===== src/rtl/fba_pkg.sv =====
// Shared package for the free block bitmap allocator.
// Holds field widths, opcode and status codes, and the command and status structs
// that run between the controller and the datapath. Depends on nothing.
package fba_pkg;

    localparam int OPCODE_W  = 2;
    localparam int BLK_IDX_W = 14;
    localparam int LIMIT_W   = 15;
    localparam int STATUS_W  = 2;

    localparam logic [OPCODE_W-1:0] OP_TEST    = 2'd0;
    localparam logic [OPCODE_W-1:0] OP_RELEASE = 2'd1;
    localparam logic [OPCODE_W-1:0] OP_CLAIM   = 2'd2;
    localparam logic [OPCODE_W-1:0] OP_ALLOC   = 2'd3;

    localparam logic [STATUS_W-1:0] ST_OK    = 2'd0;
    localparam logic [STATUS_W-1:0] ST_FULL  = 2'd1;
    localparam logic [STATUS_W-1:0] ST_RANGE = 2'd2;

    localparam logic [LIMIT_W-1:0] LIMIT_RESET = 15'd10237;

    // Commands from the controller.
    typedef struct packed {
        logic clr_step;   // write zero to the next bitmap word and to the same-numbered summary word if it exists
        logic req_load;   // capture a new request word
        logic sum_rd;     // read the summary word under the scan pointer
        logic scan_take;  // take the first non-full bitmap word found in the summary
        logic scan_next;  // advance the scan pointer
        logic map_rd;     // read the selected bitmap word
        logic modify;     // evaluate the map word, write back unless test or no candidate, read its summary word
        logic sum_wr;     // write the updated summary word
        logic res_range;  // result: index out of range
        logic res_full;   // result: no free block
        logic out_load;   // move the result into the output register
    } t_dp_cmd;

    // Status from the datapath.
    typedef struct packed {
        logic clr_last;
        logic is_alloc;
        logic is_test;
        logic in_range;
        logic sum_has_free;
        logic base_in_lim;
        logic sidx_last;
        logic cand_ok;
    } t_dp_stat;

endpackage


===== src/rtl/fba_ctrl.sv =====
// Controller of the free block bitmap allocator.
// One-hot state machine that sequences clearing, lookups, summary scans and updates.
// Depends on fba_pkg for the command and status structs.
module fba_ctrl (
    input  logic              i_clk,
    input  logic              i_rst_n,
    input  logic              i_in_valid,
    output logic              o_in_ready,
    output logic              o_out_valid,
    input  logic              i_out_ready,
    input  fba_pkg::t_dp_stat i_stat,
    output fba_pkg::t_dp_cmd  o_cmd
);
    import fba_pkg::*;

    typedef enum logic [8:0] {
        S_CLEAR = 9'b000000001,
        S_IDLE  = 9'b000000010,
        S_DEC   = 9'b000000100,
        S_SRD   = 9'b000001000,
        S_SCHK  = 9'b000010000,
        S_MRD   = 9'b000100000,
        S_MOD   = 9'b001000000,
        S_SUPD  = 9'b010000000,
        S_DONE  = 9'b100000000
    } t_state;

    t_state r_state, n_state;
    logic   r_out_valid, n_out_valid;

    always_comb begin
        n_state     = r_state;
        n_out_valid = r_out_valid;
        o_cmd       = '0;
        if (r_out_valid && i_out_ready) begin
            n_out_valid = 1'b0;
        end
        case (r_state)
            S_CLEAR: begin
                o_cmd.clr_step = 1'b1;
                if (i_stat.clr_last) begin
                    n_state = S_IDLE;
                end
            end
            S_IDLE: begin
                if (i_in_valid) begin
                    o_cmd.req_load = 1'b1;
                    n_state        = S_DEC;
                end
            end
            S_DEC: begin
                if (i_stat.is_alloc) begin
                    n_state = S_SRD;
                end else if (!i_stat.in_range) begin
                    o_cmd.res_range = 1'b1;
                    n_state         = S_DONE;
                end else begin
                    n_state = S_MRD;
                end
            end
            S_SRD: begin
                o_cmd.sum_rd = 1'b1;
                n_state      = S_SCHK;
            end
            S_SCHK: begin
                if (i_stat.sum_has_free) begin
                    if (i_stat.base_in_lim) begin
                        o_cmd.scan_take = 1'b1;
                        n_state         = S_MRD;
                    end else begin
                        o_cmd.res_full = 1'b1;
                        n_state        = S_DONE;
                    end
                end else if (i_stat.sidx_last) begin
                    o_cmd.res_full = 1'b1;
                    n_state        = S_DONE;
                end else begin
                    o_cmd.scan_next = 1'b1;
                    n_state         = S_SRD;
                end
            end
            S_MRD: begin
                o_cmd.map_rd = 1'b1;
                n_state      = S_MOD;
            end
            S_MOD: begin
                o_cmd.modify = 1'b1;
                if (i_stat.is_test || (i_stat.is_alloc && !i_stat.cand_ok)) begin
                    n_state = S_DONE;
                end else begin
                    n_state = S_SUPD;
                end
            end
            S_SUPD: begin
                o_cmd.sum_wr = 1'b1;
                n_state      = S_DONE;
            end
            S_DONE: begin
                if (!r_out_valid || i_out_ready) begin
                    o_cmd.out_load = 1'b1;
                    n_out_valid    = 1'b1;
                    n_state        = S_IDLE;
                end
            end
            default: begin
                n_state = S_IDLE;
            end
        endcase
    end

    always_ff @(posedge i_clk) begin
        if (!i_rst_n) begin
            r_state     <= S_CLEAR;
            r_out_valid <= 1'b0;
        end else begin
            r_state     <= n_state;
            r_out_valid <= n_out_valid;
        end
    end

    assign o_in_ready  = (r_state == S_IDLE);
    assign o_out_valid = r_out_valid;

endmodule


===== config.mk =====
export PLATFORM = sky130hd
export DESIGN_NAME = fba_ctrl
export DESIGN_NICKNAME = d
export VERILOG_FILES = /design/src/rtl/fba_pkg.sv /design/src/rtl/fba_ctrl.sv
export SDC_FILE = /design/constraint.sdc
export NUM_CORES = 1
export LEC_CHECK = 0
export BUFFER_PORTS_ARGS = -buffer_cell sky130_fd_sc_hd__clkbuf_2
export CORE_AREA = 8 8 45 47
export CTS_BUF_LIST = sky130_fd_sc_hd__clkbuf_8
export CTS_CLUSTER_DIAMETER = 40
export DETAILED_ROUTE_END_ITERATION = 12
export DIE_AREA = 0 0 53 55
export GPL_TIMING_DRIVEN = 0
export HOLD_SLACK_MARGIN = 0.08
export PLACE_DENSITY = 0.8
export SLEW_MARGIN = 15
export SYNTH_ARGS = -nofsm -noshare
export SYNTH_HDL_FRONTEND = slang
export SYNTH_SLANG_ARGS = --single-unit

===== constraint.sdc =====
create_clock -name i_clk -period 3.73 [get_ports i_clk]
set_input_delay 0.746 -clock i_clk [delete_from_list [all_inputs] [get_ports i_clk]]
set_output_delay 0.746 -clock i_clk [all_outputs]
set_load 0.1 [all_outputs]

==> flow_summary.rst, run 1 <==
.. list-table::
   :header-rows: 1

   * - Metric
     - Value
   * - Diodes inserted
     - 0
   * - Min Tclk post-route
     - 2.713 ns
   * - Final Max Slew Viols
     - 0
   * - Final-stage net count
     - 120
   * - CP max stage cell
     - sky130_fd_sc_hd__clkbuf_2
   * - Fmax
     - 368.7 MHz
   * - CP Launch Point
     - r_state[8]
   * - Antenna violations before repair
     - 0
   * - Yosys reg bits
     - 10
   * - Final setup violation count
     - 0
   * - Clock buffer depth
     - 2
   * - Sinks on the clock net
     - 10
   * - Post-route clock skew
     - 0.0004965 ns
   * - Clock tree from TritonCTS
     - built
   * - PortBufs
     - 23
   * - Type of the tightest min-delay check
     - reg -> reg
   * - Detailed Route WL
     - 1.610 mm
   * - Global Route Usage Sum
     - 12.42%
   * - Skew-Pair Late Insertion Delay
     - 0.23 ns
   * - Post-synthesis instance area
     - 671.9 um^2
   * - Slowest stage delay, CP
     - 0.48 ns
   * - Number of vias per cell
     - 5.648
   * - Hold wc startpoint
     - r_state[0]
   * - Transition time at the pin with the least slew margin
     - 0.5476 ns
   * - 1st-pass router iterations
     - 5
   * - Worst ir drop on vdd
     - 0.0003051 V
   * - Layout Cell Area excl Fill
     - 865.8 um^2
   * - Count of filler cells inserted in the layout
     - 124
   * - Synthesized Nets
     - 92
   * - Pwr dens
     - 334.5 nW/um^2
   * - Crit path max fanout
     - 7
   * - Beginning of the worst register-to-register path
     - r_state[8]
   * - Core area
     - 1384 um^2
   * - Leading cell type in the layout, fill and taps excluded
     - sky130_fd_sc_hd__clkbuf_2
   * - Post-detailed-placement half-perimeter wirelength
     - 1.289 mm
   * - Number of H-tree branching levels
     - 1
   * - Sequential cell area
     - 200.2 um^2
   * - Post-route clock period utilization
     - 72.72%
   * - Number of placement rows
     - 14
   * - Arr. time, crit path
     - 1.97 ns
   * - Proportion of synthesized chip area in sequential cells
     - 29.80%
   * - Area delta synth->final
     - 28.86%
   * - Family with the most delay on the worst path
     - simple AND/OR/NAND/NOR gates
   * - Fraction of layout instances using a drive strength above 1
     - 36.79%
   * - Data required, critical path
     - 2.98 ns
   * - Final non-filler cell total
     - 122
   * - Total die area
     - 2915 um^2
   * - Global route total overflow
     - 0
   * - Root Buffer Master
     - sky130_fd_sc_hd__clkbuf_8
   * - Setup repair after global routing missed its margin
     - false
   * - Max-capacitance violation count
     - 0
   * - Vertical die dimension
     - 55 um
   * - Routed wire length per instance
     - 13.20 um
   * - Outcome
     - complete, no violations
   * - Worst path buffer plus inverter count
     - 1
   * - CP cell instances
     - nor3_2 -> nand2_2 -> nand4bb_4 -> nor2_1 -> clkbuf_2
   * - Effective utilization at floorplan
     - 48.55%
   * - Number of clock buffers inserted by TritonCTS
     - 3
   * - Worst Setup Start Kind
     - flip-flop
   * - Count of endpoints failing hold in the final timing report
     - 0
   * - Wire length of the first global-routing pass
     - 2.746 mm
   * - Mapped Cells
     - 80
   * - Total number of yosys warnings
     - 0
   * - Number of placed I/O pins
     - 25
   * - Mapped Avg Cell Area
     - 8.399 um^2
   * - Hold-fix buffers, CTS
     - 0
   * - Die X
     - 53 um
   * - Most used cells in the layout excluding fill and tap cells
     - 23 x sky130_fd_sc_hd__clkbuf_2, 10 x sky130_fd_sc_hd__dfxtp_1, 8 x sky130_fd_sc_hd__nor2_1
   * - Clk pin slew, worst setup/hold paths
     - 0.04 ns
   * - Netlist cell types
     - 37
   * - Vias in the first global route
     - 677
   * - Cell count after placement
     - 119
   * - Worst slew slack as a fraction of its limit
     - 63.65%
   * - Critical path class
     - reg -> out
   * - Kind of capture point of the worst setup path
     - output port
   * - 1st-iter DRT viols
     - 12
   * - DRC violation count after routing
     - 0
   * - Maximum number of pins on one net before global-route repair
     - 11
   * - Vias post-DR
     - 689
   * - Leakage
     - 0.3787 nW
   * - Number of gates resized after CTS
     - 0
   * - Placed instance area
     - 824.5 um^2
   * - Routability Congestion
     - 0.7898
   * - Area taken by multi-input logic gates
     - 462.9 um^2
   * - Setup Fix Bufs, Post-CTS
     - 0
   * - Antenna Violating Nets Remaining
     - 0
sequential cells by signal, summed over array words and instances, names as in the netlist:
signal	flops
r_state	9
o_out_valid	1
layout make-up:
type,instances,share of cell area [%]
inverters,4,1.734
well taps,16,2.312
flip-flops and latches,10,23.12
repair buffers,23,13.29
multi-input cells,64,53.47
plain buffers,2,1.301
clock buffers,3,4.769
cells by family after synthesis:
group                  Yosys count  synth area share (%)
XOR/XNOR                         2                 2.608
AO/OA/AOI/OAI                   15                 15.83
buffers and inverters            6                 3.910
AND/OR/NAND/NOR                 47                 47.86
flip-flops                      10                 29.79
Yosys cell counts (all sizes together):
| master | number | area, um^2 |
|---|---|---|
| dfxtp | 10 | 200.2 |
| nor2 | 9 | 36.29 |
| nor3 | 8 | 55.05 |
| nand2 | 6 | 27.52 |
| o21ai | 5 | 28.78 |
| inv | 4 | 15.01 |
| nand2b | 4 | 25.02 |
| nor4 | 4 | 40.04 |
| o21a | 4 | 30.03 |
| nand3 | 3 | 15.01 |
| and2 | 2 | 12.51 |
| nor3b | 2 | 15.01 |
| a21oi | 1 | 5.000 |
| a221oi | 1 | 8.760 |
| and2b | 1 | 7.510 |
| and3 | 1 | 6.260 |
| and4b | 1 | 10.01 |
| buf | 1 | 7.510 |
| clkbuf | 1 | 3.750 |
| nand4b | 1 | 8.760 |
| nand4bb | 1 | 27.53 |
| nor2b | 1 | 6.260 |
| nor4b | 1 | 8.760 |
| nor4bb | 1 | 10.01 |
| o2111ai | 1 | 8.760 |
| o31a | 1 | 8.760 |
| o31ai | 1 | 7.510 |
| o41ai | 1 | 8.760 |
| or4b | 1 | 10.01 |
| xnor2 | 1 | 8.760 |
| xor2 | 1 | 8.760 |
routing by layer:
metal	part of all wire, %	global-route usage (%)	vias up
li1	-	-	351
met1	43	13.59	311
met2	46	20.31	23
met3	8.8	4.278	4
met4	2.6	7.759	0
met5	0	0	-
per-stage QoR:
stage,setup TNS (ns),hold slack (ns),utilization (%),power [mW],worst slack (ns)
4_1_cts,0,0.5905,62.57,0.2930,1.003
6_report,0,0.5840,62.57,0.2897,1.017
3_5_place_dp,0,0.5778,59.58,0.1847,1.249
2_1_floorplan,-0.002425,0.5272,-,0.1693,-0.002425
5_1_grt,0,0.6322,62.57,0.3029,0.8476
3_3_place_gp,0,0.5828,59.58,0.1834,1.270
worst paths after layout:
kind                      to  slack, ns  cells past startpoint
setup / recovery    o_cmd[7]       1.02                      5
hold / removal    r_state[2]       0.58                      1
setup reg to reg  r_state[1]       2.24                      5
hold reg to reg   r_state[2]       0.58                      1
worst reg2reg max path, stage by stage, from the launching register on:
cell                      delay (ns)
sky130_fd_sc_hd__dfxtp_1        0.38
sky130_fd_sc_hd__or4b_1         0.57
sky130_fd_sc_hd__o31ai_1        0.10
sky130_fd_sc_hd__nor2_1         0.08
sky130_fd_sc_hd__o21ai_2        0.16
sky130_fd_sc_hd__o21ai_1        0.09
power breakdown:
group | total, mW | leakage (nW) | internal, mW | switching (mW)
clock network | 0.107 | 0.0216 | 0.0702 | 0.0372
registers | 0.114 | 0.0813 | 0.111 | 0.00307
logic | 0.0687 | 0.276 | 0.0192 | 0.0495
(Power assumes the default switching activity.)
==> run 2, diff against run 1 <==
--- a/config.mk
+++ b/config.mk
@@ -5,15 +5,16 @@
 export SDC_FILE = /design/constraint.sdc
 export NUM_CORES = 1
 export LEC_CHECK = 0
+export ABC_AREA = 1
 export BUFFER_PORTS_ARGS = -buffer_cell sky130_fd_sc_hd__clkbuf_2
-export CORE_AREA = 8 8 45 47
+export CORE_MARGIN = 8
+export CORE_UTILIZATION = 50
 export CTS_BUF_LIST = sky130_fd_sc_hd__clkbuf_8
 export CTS_CLUSTER_DIAMETER = 40
 export DETAILED_ROUTE_END_ITERATION = 12
-export DIE_AREA = 0 0 53 55
 export GPL_TIMING_DRIVEN = 0
 export HOLD_SLACK_MARGIN = 0.08
-export PLACE_DENSITY = 0.8
+export PLACE_DENSITY = 0.79
 export SLEW_MARGIN = 15
 export SYNTH_ARGS = -nofsm -noshare
 export SYNTH_HDL_FRONTEND = slang
==> constraint.sdc (replaced) <==
create_clock -name i_clk -period 2.5 [get_ports i_clk]
set_input_delay 0.5 -clock i_clk [delete_from_list [all_inputs] [get_ports i_clk]]
set_output_delay 0.5 -clock i_clk [all_outputs]
set_load 0.1 [all_outputs]
==> run 2 against run 1 <==
Power grew 63%. Register-to-register slack lost 1.1 ns. Design area rose by 2.7%. Largest power group is now clock. Global-route usage up 2.1 points. Sequential power increased by 47%. Clock skew up 0.0071 ns. Highest routed layer is now met3. Via count is 15% higher. Critical path depth rose by 1. Critical endpoint is now o_cmd[6]. Hold slack lost 0.13 ns. Die area shrank 3.9%. Clock power increased by 89%.
==> flow_summary.rst, run 2 <==
.. list-table::
   :header-rows: 1

   * - Metric
     - Value
   * - Worst reg-to-reg path cell count
     - 8
   * - Routability Congestion
     - 0.7611
   * - Pwr dens
     - 531.9 nW/um^2
   * - Vias post-DR
     - 789
   * - Worst ir drop on vdd
     - 0.0004447 V
   * - Kind of capture point of the worst setup path
     - output port
   * - Setup Fix Bufs, Post-CTS
     - 0
   * - PortBufs
     - 24
   * - Diodes inserted
     - 0
   * - Post-route clock period utilization
     - 89.90%
   * - Clk pin slew, worst setup/hold paths
     - 0.04 ns
   * - Data required, critical path
     - 2.00 ns
   * - Effective utilization at floorplan
     - 53.07%
   * - Number of flip-flops in the largest register
     - 9
   * - Beginning of the worst register-to-register path
     - r_state[2]
   * - Maximum number of pins on one net before global-route repair
     - 9
   * - Netlist cell types
     - 16
   * - Number of placement rows
     - 13
   * - Final setup violation count
     - 0
   * - Post-synthesis instance area
     - 681.9 um^2
   * - Number of H-tree branching levels
     - 1
   * - Detailed Route WL
     - 1.765 mm
   * - DRC violation count after routing
     - 0
   * - Count of endpoints failing hold in the final timing report
     - 0
   * - Worst slew slack as a fraction of its limit
     - 63.76%
   * - Hold-fix buffers, CTS
     - 0
   * - Most used cells in the layout excluding fill and tap cells
     - 27 x sky130_fd_sc_hd__nand2_1, 25 x sky130_fd_sc_hd__inv_1, 24 x sky130_fd_sc_hd__clkbuf_2
   * - Transition time at the pin with the least slew margin
     - 0.5459 ns
   * - Routed wire length per instance
     - 10.90 um
   * - Arr. time, crit path
     - 1.75 ns
   * - Root Buffer Master
     - sky130_fd_sc_hd__clkbuf_8
   * - Wire length of the first global-routing pass
     - 3.167 mm
   * - Fmax
     - 445.0 MHz
   * - Min Tclk post-route
     - 2.247 ns
   * - Proportion of synthesized chip area in sequential cells
     - 29.36%
   * - Most frequent cells after synthesis
     - 27 x sky130_fd_sc_hd__nand2_1, 25 x sky130_fd_sc_hd__inv_1, 22 x sky130_fd_sc_hd__nor2_1
   * - Register-to-register path setup slack
     - 1.19 ns
   * - Area delta synth->final
     - 30.46%
   * - Setup repair after global routing missed its margin
     - false
   * - Count of filler cells inserted in the layout
     - 124
   * - Met3 Usage GRT
     - 6.443%
   * - Register with the most flip-flops
     - r_state
   * - Most Used Layer, Global Route
     - met2
   * - Antenna violations before repair
     - 0
   * - Destination of the worst hold path
     - r_state[0]
   * - Total die area
     - 2802 um^2
   * - Mapped Cells
     - 119
   * - Post-detailed-placement half-perimeter wirelength
     - 1.455 mm
   * - Area leader, netlist
     - sky130_fd_sc_hd__dfxtp_1
   * - Leading cell type in the layout, fill and taps excluded
     - sky130_fd_sc_hd__nand2_1
   * - Synthesized Nets
     - 131
   * - Crit path max fanout
     - 4
   * - Worst Setup Start Kind
     - flip-flop
   * - Critical path class
     - reg -> out
   * - Skew-Pair Late Insertion Delay
     - 0.24 ns
   * - Final-stage net count
     - 160
   * - Primary flip-flop cell chosen by synthesis mapping
     - sky130_fd_sc_hd__dfxtp_1
   * - Post-synth top area share
     - 29.36%
   * - Final Max Slew Viols
     - 0
   * - Clock buffer depth
     - 2
   * - Most area-consuming cells after synthesis
     - sky130_fd_sc_hd__dfxtp_1 29%, sky130_fd_sc_hd__nand2_1 15%, sky130_fd_sc_hd__inv_1 14%
   * - Core area
     - 1285 um^2
   * - Outcome
     - complete, no violations
   * - Post-route clock skew
     - 0.007637 ns
   * - Total number of yosys warnings
     - 0
   * - Hold wc startpoint
     - i_rst_n
   * - Number of flops mapped to enable cells by yosys
     - 0
   * - Global Route Usage Sum
     - 14.55%
   * - Antenna Violating Nets Remaining
     - 0
   * - Fraction of layout instances using a drive strength above 1
     - 26.53%
   * - Max-capacitance violation count
     - 0
   * - Most used standard cell by instance count after synthesis
     - sky130_fd_sc_hd__nand2_1
   * - Number of gates resized after CTS
     - 0
   * - Yosys reg bits
     - 10
   * - TNS Setup
     - 0 ns
   * - Cell count after placement
     - 158
   * - 1st-iter DRT viols
     - 22
   * - Number of vias per cell
     - 4.870
   * - Clock tree from TritonCTS
     - built
   * - Leakage
     - 0.5456 nW
   * - Die X
     - 52.93 um
   * - Fraction of met2 tracks used by global routing
     - 27.34%
   * - Number of placed I/O pins
     - 25
   * - Sinks on the clock net
     - 10
   * - Vertical die dimension
     - 52.93 um
   * - Mapped Avg Cell Area
     - 5.730 um^2
   * - 1st-pass router iterations
     - 5
   * - Vias in the first global route
     - 811
   * - Final non-filler cell total
     - 162
   * - Global route total overflow
     - 0
   * - Type of the tightest min-delay check
     - in -> reg
   * - Worst hold path cell count
     - 2
   * - Number of clock buffers inserted by TritonCTS
     - 3
   * - Post-synthesis async set-or-reset flop share
     - 0%
   * - Met1 layer usage reported by global route
     - 14.74%
   * - Critical register-to-register path endpoint
     - r_state[1]
==> run 2: cell count changes in the layout (fill, tap and decap cells not counted), moves of 3 or more <==
| cell | before | now |
|---|---|---|
| sky130_fd_sc_hd__nand3_1 | 3 | 10 |
| sky130_fd_sc_hd__a21oi_1 | 1 | 4 |
| sky130_fd_sc_hd__nand2_1 | 4 | 27 |
| sky130_fd_sc_hd__nand2b_1 | 4 | 0 |
| sky130_fd_sc_hd__inv_1 | 4 | 25 |
| sky130_fd_sc_hd__nor3_2 | 4 | 1 |
| sky130_fd_sc_hd__o21a_1 | 4 | 0 |
| sky130_fd_sc_hd__nor2_1 | 8 | 21 |
==> run 2: report_power, final <==
group / total (mW) / switching (mW) / internal (mW)
combinational: 0.103 / 0.0766 / 0.0262
sequential: 0.168 / 0.00386 / 0.164
clock: 0.202 / 0.0636 / 0.138
==> run 2: logic make-up (layout without fill, tap and decap cells) <==
group / Yosys count / after routing / share of synthesized area, %
AND/OR/NAND/NOR: 75 / 75 / 50.09
buffers and inverters: 26 / 54 / 14.31
AO/OA/AOI/OAI: 8 / 8 / 6.238
flip-flops: 10 / 10 / 29.36
==> run 2: how the worst max path moves through the flow <==
stage / from / endpoint / slack [ns]
global placement: r_state[2] / o_cmd[6] / 0.49
global route: r_state[0] / o_cmd[6] / 0.1
CTS: r_state[2] / o_cmd[6] / 0.23
finish: r_state[2] / o_cmd[6] / 0.25
detailed placement: r_state[2] / o_cmd[6] / 0.48
floorplan: o_out_valid / o_cmd[0] / -0.58
==> run 2: through the flow <==
step / util, % / hold WS [ns] / total power, mW / worst slack (ns) / area (um^2)
3_3_place_gp: 64.95 / 0.5794 / 0.2721 / 0.4899 / 834.6
5_1_grt: 69.23 / 0.4796 / 0.4977 / 0.09749 / 889.6
6_report: 69.23 / 0.4531 / 0.4731 / 0.2526 / 889.6
2_1_floorplan: - / 0.5560 / 0.2505 / -0.5766 / 695.7
3_5_place_dp: 64.95 / 0.5956 / 0.2741 / 0.4791 / 834.6
4_1_cts: 69.23 / 0.4529 / 0.4769 / 0.2296 / 889.6
==> run 2: area by class of cell <==
type                    count  area (um^2)  share of cell area (%)
clock buffers               4        55.05                   6.188
inverters                  26        97.59                   10.97
multi-input cells          83        397.9                   44.73
flip-flops and latches     10        200.2                   22.50
well taps                  15        18.77                   2.110
repair buffers             24        120.1                   13.50
==> run 2: critical path, stage by stage (launching register included) <==
cell and delay [ns]:
sky130_fd_sc_hd__dfxtp_1 0.32, sky130_fd_sc_hd__nor2_4 0.15, sky130_fd_sc_hd__nand2_2 0.11, sky130_fd_sc_hd__nor4_1 0.27
sky130_fd_sc_hd__nand2_1 0.13, sky130_fd_sc_hd__inv_1 0.07, sky130_fd_sc_hd__clkbuf_2 0.45
==> run 2: routing by layer <==
layer | wire length [um] | part of all wire [%]
met1 | 735 | 42
met2 | 923 | 52
met3 | 105 | 5.9
met4 | 0 | 0
met5 | 0 | 0
